File: config.mk
export PLATFORM = sky130hd
export DESIGN_NAME = gdrc_ctrl
export DESIGN_NICKNAME = d
export VERILOG_FILES = /design/src/rtl/gdrc_pkg.sv /design/src/rtl/gdrc_ctrl.sv
export SDC_FILE = /design/constraint.sdc
export NUM_CORES = 1
export LEC_CHECK = 0
export CAP_MARGIN = 20
export CORE_AREA = 2 2 39 41
export CTS_BUF_LIST = sky130_fd_sc_hd__clkbuf_4 sky130_fd_sc_hd__clkbuf_8
export CTS_CLUSTER_SIZE = 28
export DETAILED_ROUTE_END_ITERATION = 6
export DIE_AREA = 0 0 41 43
export DONT_BUFFER_PORTS = 1
export MAX_ROUTING_LAYER = met4
export SYNTH_ARGS = -nofsm -noshare
export SYNTH_HDL_FRONTEND = slang
export SYNTH_SLANG_ARGS = --single-unit
File: constraint.sdc
create_clock -name clk -period 1.6 [get_ports clk]
set_clock_uncertainty 0.05 [all_clocks]
set_input_delay 0.08 -clock clk [delete_from_list [all_inputs] [get_ports clk]]
set_output_delay 0.08 -clock clk [all_outputs]
set_load 0.02 [all_outputs]
File: src/rtl/gdrc_pkg.sv
// ----------------------------------------------------------------------------
// gdrc_pkg
// Shared types, constants and codes of the grid DDA ray caster.
// ----------------------------------------------------------------------------
package gdrc_pkg;

  localparam int FRAC_BITS  = 11;
  localparam int DIR_FRAC   = 14;
  localparam int MAP_DIM    = 32;
  localparam int CELL_W     = $clog2(MAP_DIM);
  localparam int MAP_DEPTH  = MAP_DIM * MAP_DIM;
  localparam int ADDR_W     = 2 * CELL_W;
  localparam int GUARD_STEPS = 4 * MAP_DIM + 4;
  localparam int STEP_CNT_W = $clog2(GUARD_STEPS + 1);

  // camera division: (column << 15) / width ; delta division: 2^25 / |ray|
  localparam int NUM_W  = DIR_FRAC + FRAC_BITS + 1;
  localparam int DEN_W  = 27;
  localparam int RAY_W  = 28;
  localparam int CAM_W  = NUM_W + 1;
  localparam int SIDE_W = 49;
  localparam int MAPC_W = CELL_W + 2;
  localparam int DELTA_BIG_SH = 40;

  localparam int CFG_IDX_W = 3;
  localparam logic [CFG_IDX_W-1:0] CFG_POS_X   = 3'd0;
  localparam logic [CFG_IDX_W-1:0] CFG_POS_Y   = 3'd1;
  localparam logic [CFG_IDX_W-1:0] CFG_DIR_X   = 3'd2;
  localparam logic [CFG_IDX_W-1:0] CFG_DIR_Y   = 3'd3;
  localparam logic [CFG_IDX_W-1:0] CFG_PLANE_X = 3'd4;
  localparam logic [CFG_IDX_W-1:0] CFG_PLANE_Y = 3'd5;
  localparam logic [CFG_IDX_W-1:0] CFG_SCREEN_W = 3'd6;

  localparam logic [15:0] RST_POS_X   = 16'd45056;
  localparam logic [15:0] RST_POS_Y   = 16'd24576;
  localparam logic [15:0] RST_DIR_X   = 16'hC000;
  localparam logic [15:0] RST_DIR_Y   = 16'd0;
  localparam logic [15:0] RST_PLANE_X = 16'd0;
  localparam logic [15:0] RST_PLANE_Y = 16'd10813;
  localparam logic [10:0] RST_SCREEN_W = 11'd640;

  localparam logic FUNC_WRITE = 1'b0;
  localparam logic FUNC_CAST  = 1'b1;

  typedef struct packed {
    logic        func;
    logic [9:0]  column;
    logic [4:0]  cell_x;
    logic [4:0]  cell_y;
    logic [7:0]  cell_value;
  } in_item_t;

  typedef struct packed {
    logic [23:0] wall_dist;
    logic        wall_side;
    logic [4:0]  hit_x;
    logic [4:0]  hit_y;
    logic [7:0]  wall_value;
    logic        hit_flag;
  } out_item_t;

  typedef enum logic [3:0] {
    OP_NONE,
    OP_CLEAR,
    OP_LOAD,
    OP_DIV_CAM,
    OP_CAM,
    OP_RAY_X,
    OP_RAY_Y,
    OP_DIV_DX,
    OP_DX,
    OP_DIV_DY,
    OP_DY,
    OP_SIDE_X,
    OP_SIDE_Y,
    OP_STEP,
    OP_RESULT
  } op_t;

  typedef struct packed {
    op_t op;
  } cmd_t;

  typedef struct packed {
    logic clr_last;
    logic div_done;
    logic leave;
    logic nonzero;
    logic guard_end;
  } stat_t;

endpackage

File: src/rtl/gdrc_ctrl.sv
// ----------------------------------------------------------------------------
// gdrc_ctrl
// Sequencer for map clear, ray set-up, DDA walk and result hand-off.
// ----------------------------------------------------------------------------
module gdrc_ctrl (
  input  logic            clk,
  input  logic            rst_n,
  input  logic            in_valid,
  input  logic            in_func,
  output logic            in_stall,
  output logic            out_valid,
  input  logic            out_stall,
  input  gdrc_pkg::stat_t stat,
  output gdrc_pkg::cmd_t  cmd
);

  typedef enum logic [3:0] {
    S_CLEAR, S_IDLE, S_CAM_GO, S_CAM_WAIT, S_RAY_X, S_RAY_Y,
    S_DX_GO, S_DX_WAIT, S_DY_GO, S_DY_WAIT, S_SIDE_X, S_SIDE_Y,
    S_CHECK, S_LOOK, S_FIN
  } state_t;

  state_t state_r, state_nxt;
  logic   out_valid_r, out_valid_nxt;
  logic   accept, out_free;
  // LOOK after CHECK tests the cell; LOOK after set-up only steps
  logic   tested_r;

  assign in_stall = (state_r != S_IDLE);
  assign accept   = in_valid && !in_stall;
  assign out_free = !out_valid_r || !out_stall;

  always_comb begin
    state_nxt     = state_r;
    out_valid_nxt = out_valid_r && out_stall;
    cmd.op        = gdrc_pkg::OP_NONE;
    case (state_r)
      S_CLEAR: begin
        cmd.op = gdrc_pkg::OP_CLEAR;
        if (stat.clr_last) state_nxt = S_IDLE;
      end
      S_IDLE: begin
        if (accept) begin
          cmd.op = gdrc_pkg::OP_LOAD;
          if (in_func == gdrc_pkg::FUNC_CAST) state_nxt = S_CAM_GO;
        end
      end
      S_CAM_GO: begin
        cmd.op    = gdrc_pkg::OP_DIV_CAM;
        state_nxt = S_CAM_WAIT;
      end
      S_CAM_WAIT: begin
        if (stat.div_done) begin
          cmd.op    = gdrc_pkg::OP_CAM;
          state_nxt = S_RAY_X;
        end
      end
      S_RAY_X: begin
        cmd.op    = gdrc_pkg::OP_RAY_X;
        state_nxt = S_RAY_Y;
      end
      S_RAY_Y: begin
        cmd.op    = gdrc_pkg::OP_RAY_Y;
        state_nxt = S_DX_GO;
      end
      S_DX_GO: begin
        cmd.op    = gdrc_pkg::OP_DIV_DX;
        state_nxt = S_DX_WAIT;
      end
      S_DX_WAIT: begin
        if (stat.div_done) begin
          cmd.op    = gdrc_pkg::OP_DX;
          state_nxt = S_DY_GO;
        end
      end
      S_DY_GO: begin
        cmd.op    = gdrc_pkg::OP_DIV_DY;
        state_nxt = S_DY_WAIT;
      end
      S_DY_WAIT: begin
        if (stat.div_done) begin
          cmd.op    = gdrc_pkg::OP_DY;
          state_nxt = S_SIDE_X;
        end
      end
      S_SIDE_X: begin
        cmd.op    = gdrc_pkg::OP_SIDE_X;
        state_nxt = S_SIDE_Y;
      end
      S_SIDE_Y: begin
        cmd.op    = gdrc_pkg::OP_SIDE_Y;
        state_nxt = S_LOOK;
      end
      S_CHECK: begin
        // the map read for the new cell lands at this edge
        state_nxt = stat.leave ? S_FIN : S_LOOK;
      end
      S_LOOK: begin
        // first pass comes straight from set-up: the start cell is not tested
        if (tested_r && (stat.nonzero || stat.guard_end)) begin
          state_nxt = S_FIN;
        end else begin
          state_nxt = S_CHECK;
          cmd.op    = gdrc_pkg::OP_STEP;
        end
      end
      S_FIN: begin
        if (out_free) begin
          cmd.op        = gdrc_pkg::OP_RESULT;
          out_valid_nxt = 1'b1;
          state_nxt     = S_IDLE;
        end
      end
      default: state_nxt = S_IDLE;
    endcase
  end

  always_ff @(posedge clk) begin
    if (!rst_n) begin
      state_r     <= S_CLEAR;
      out_valid_r <= 1'b0;
      tested_r    <= 1'b0;
    end else begin
      state_r     <= state_nxt;
      out_valid_r <= out_valid_nxt;
      tested_r    <= (state_r == S_CHECK);
    end
  end

  assign out_valid = out_valid_r;

endmodule

* Yosys cells after proc, flatten, opt, wreduce, memory -nomap -nowiden *
Cells that the tools add are included.

cells by class
  equal/unequal tests = 22
  muxes and demuxes = 19
  reductions and logical operators = 10

operator list
  operator              number
  $pmux W4 S15          1
  $pmux W4 S14          1
  $mux W4               11
  $eq A4 B4 Y1 const B  7
  $eq A4 B3 Y1 const B  4
  $ne A2 B2 Y1 const B  7
  $eq A4 B2 Y1 const B  2
  $reduce_and A7 Y1     1
  $mux W2               3
  $eq A4 B1 Y1 const B  1
  $logic_not A4 Y1      1
  $ne A4 B1 Y1 const B  1
  $logic_and A1 B1 Y1   3
  $logic_not A1 Y1      3
  $mux W3               1
  $logic_or A1 B1 Y1    2
  $mux W1               2

storage, ports and cells
  flip-flop bits (word level) = 6
  output and inout port bits = 6
  word-level logic and storage cells = 54

* Longest topological paths before layout *
  depth after elaboration = 5
  gate-level depth with buffers = 5
  gate-level depth less buffers = 4

* Worst setup path before layout *
No wires, ideal clock.

  path type = register to output
  from = register state_r[1]
  to = output cmd[2] (netlist bit)
  data arrival time = 1.374 ns
  data required time = 1.470 ns
  path slack = 0.096 ns
  stages on the path, launching flop included = 4
  path through = dfxtp_1 > clkbuf_1 > nand2_1 > o311ai_1

RTL lines
  element                 line              RTL
  from (decl)             gdrc_ctrl.sv:23   state_t state_r, state_nxt;
  from (signal assigned)  gdrc_ctrl.sv:124  state_r <= state_nxt;
  to (decl)               gdrc_ctrl.sv:14   output gdrc_pkg::cmd_t cmd

==> impl_results.md <==
* Synth Warn # at 0
* Crit path capture type: output port
* CTS buffer count at 3
* Starting Density at 0.360
* Core area at between 1000 and 1500 um2
* Synth cell count leaders: 8 x nand2_1, 7 x a21oi_1, 6 x dfxtp_1, 5 x nand3_1, 5 x nor2_1
* Clock root cell: clkbuf_4
* Postcts setup bufs at 0
* Worst Tran Pin Value at 0.238 ns
* Synth area leader: dfxtp_1
* Synth Register Bits at 6
* Synthesized net count at slightly above 80
* # DRC at 0
* Status: complete, no violations
* Leakage power at approximately 0.22 nW
* PortBufs at 0
* Setup Crit Path Kind: flip-flop to output port
* Setup crit start kind: flip-flop
* Tot Pwr at 551 uW
* Die Span Y at 43 um
* Reg2reg start: state_r[0]$_SDFFE_PN0P_
* Initial DRC count at 12
* Yosys top cell area share at 0.241
* Top area cells in the synthesized netlist: dfxtp_1 24%, a21oi_1 7.0%, nand2_1 6.0%, nand3_1 5.0%, o21ai_1 4.0%
* GR Overflow Total at 0
* CP max FO at 6
* Die ar. at 1760 um2
* Max Buffers Root-to-Sink at 2
* Vias after detailed routing at 535
* Largest net degree at the start of global routing at 13
* Fill cells at 161
* Row Count at 14
* Antenna violations before repair at 0
* HPWL Detailed at 988 um
* CTS tree: done
* Pre-antenna DRT Iters at 4
* Syn Area/Cell at 7.01 um2
* Clock slew at reported path FFs at 0.05 ns
* Share of layout cells above drive strength 1 at 0.282
* Slew HR at 0.839
* Max cap viols at 0
* Synth-to-Final Area Change at 19.3%
* Final Core Density at 0.429
* Distinct cells, synth at 29
* Setup_tns at 0 ns
* Synthesized area at 498 um2
* Fin area at 594 um2
* Chip width at 41 um
* Worst-skew pair later-pin latency at 0.25 ns
* Num ports at 16
* Nets at 90
* Most common cell in the netlist: nand2_1
* Primary FF master, synth: dfxtp_1
* Final GP Congestion at between 0.8 and 0.9
* First-pass GRT wire length at 2040 um
* Worst Path Arrival at 1.37 ns
* Vias in the first global route at a little under 500
* Placed cell area at 552 um2
* Post-synth ARST share at 0
* WL per Instance at between 10 and 15 um
* Crit. Startpoint: state_r[1]$_SDFFE_PN0P_
* Tmin final at about 1.5 ns
* ANT nets after route at 0
* Setup violators final at 0
* Max Clk Rate at 668 MHz
* Slew Viols, Final at 0
* Power Dens Cells at 928 nW/um2
* H-tree depth at 1
* Antenna diodes at 0
* Sequential area share after synthesis at 0.241
* Worst EP required at 1.47 ns
* RSZ-0062 raised after global routing: false
* Post-synth EDFFs at 0
* Hold_sp: out_stall
* Clock Sink Count at 6
* Post-Syn Instances at 71
* Total Routed Length at about 1300 um
* Final Cycle Share at 0.935
* Final hold violation count at 0
* Max IR drop VDD at about 0.00073 V
* Vias per inst at 5.69
* Hold WC Path Type: input port to flip-flop
* All-Layer GR Usage at 0.175
-- final cells by class --
cell class	instances	area (um2)	share of cell area
well taps	16	20.0	0.0337
repair buffers	8	62.6	0.105
inverters	2	7.51	0.0126
flip-flops and latches	6	126	0.213
clock buffers	3	22.5	0.0379
multi-input cells	59	355	0.598
-- power by group --
part | total (mW) | internal [mW] | switching [mW]
clock | 0.146 | 0.0852 | 0.0603
sequential | 0.185 | 0.165 | 0.0199
combinational | 0.221 | 0.0953 | 0.126
-- layer usage --
| layer | wire length (um) | global-route usage | vias to the layer above | share of wire |
|---|---|---|---|---|
| met1 | 602 | 0.223 | 240 | 0.46 |
| met5 | 0 | - | - | 0 |
| met4 | 25 | 0.0800 | 0 | 0.019 |
| met2 | 572 | 0.253 | 18 | 0.44 |
| li1 | - | - | 275 | - |
| met3 | 98 | 0.0419 | 2 | 0.075 |
-- placed cells by master (no fill, tap or decap) --
cell type      synthesis  final
o211ai_1               1      1
a21oi_1                7      7
nand2_2                0      1
and2b_2                0      1
or2_1                  2      2
dlygate4sd3_1          0      1
nor4b_1                1      1
o21ai_0                3      3
o21a_1                 1      1
inv_2                  0      1
dfxtp_1                6      1
nand2_1                8      7
inv_1                  2      1
clkbuf_4               0      3
a311oi_1               1      1
nand3_1                5      5
a21boi_1               2      2
nand2b_1               3      3
a21oi_2                2      2
o211ai_2               1      1
nand3b_1               2      2
and2_1                 1      1
o21ai_1                4      4
o221a_1                1      1
dfxtp_2                0      5
o311ai_1               1      1
nor2b_1                2      2
a21o_1                 1      1
nor2_1                 5      5
or3_1                  1      1
a31oi_1                2      2
or4_4                  1      1
buf_4                  0      7
-- state kept, by name (all words and copies together) (netlist names) --
signal     cells
out_valid      1
state_r        4
tested_r       1
-- critical path: stages (launching register included) --
cell,delay (ns)
dfxtp_2,0.34
and2b_2,0.25
nand2_1,0.06
a21o_1,0.20
o311ai_1,0.08
buf_4,0.19
-- final timing paths --
path | end | slack, ns | depth (start not counted)
setup / recovery | cmd[2] | 0.10 | 5
hold / removal | out_valid$_SDFF_PN0_ | 0.008 | 2
setup reg to reg | state_r[1]$_SDFFE_PN0P_ | 0.14 | 4
hold reg to reg | tested_r$_SDFF_PN0_ | 0.42 | 1
-- cells by family (layout without fill, tap and decap cells) --
kind of cell / Yosys count / count (layout) / synth area share
flops: 6 / 6 / 0.241
compound gates: 27 / 27 / 0.359
buf+inv: 6 / 13 / 0.0528
simple gates: 32 / 32 / 0.347
-- metrics by stage --
step	cells	setup WS, ns	hold WS [ns]
finish	94	0.103	0.00782
global route	94	0.0119	0.0160
CTS	94	0.00582	0.0125
detailed placement	90	0.123	0.166
global placement	90	0.152	0.153
floorplan	71	0.0959	0.148
-- repair_timing --
action,in CTS,in global routing
cloned,0,0
hold buffers,1,0
gates resized for setup,2,6
endpoints found under the hold margin,6,0
endpoints found under the setup margin,1,1
Power figures use the tool's default switching activity.
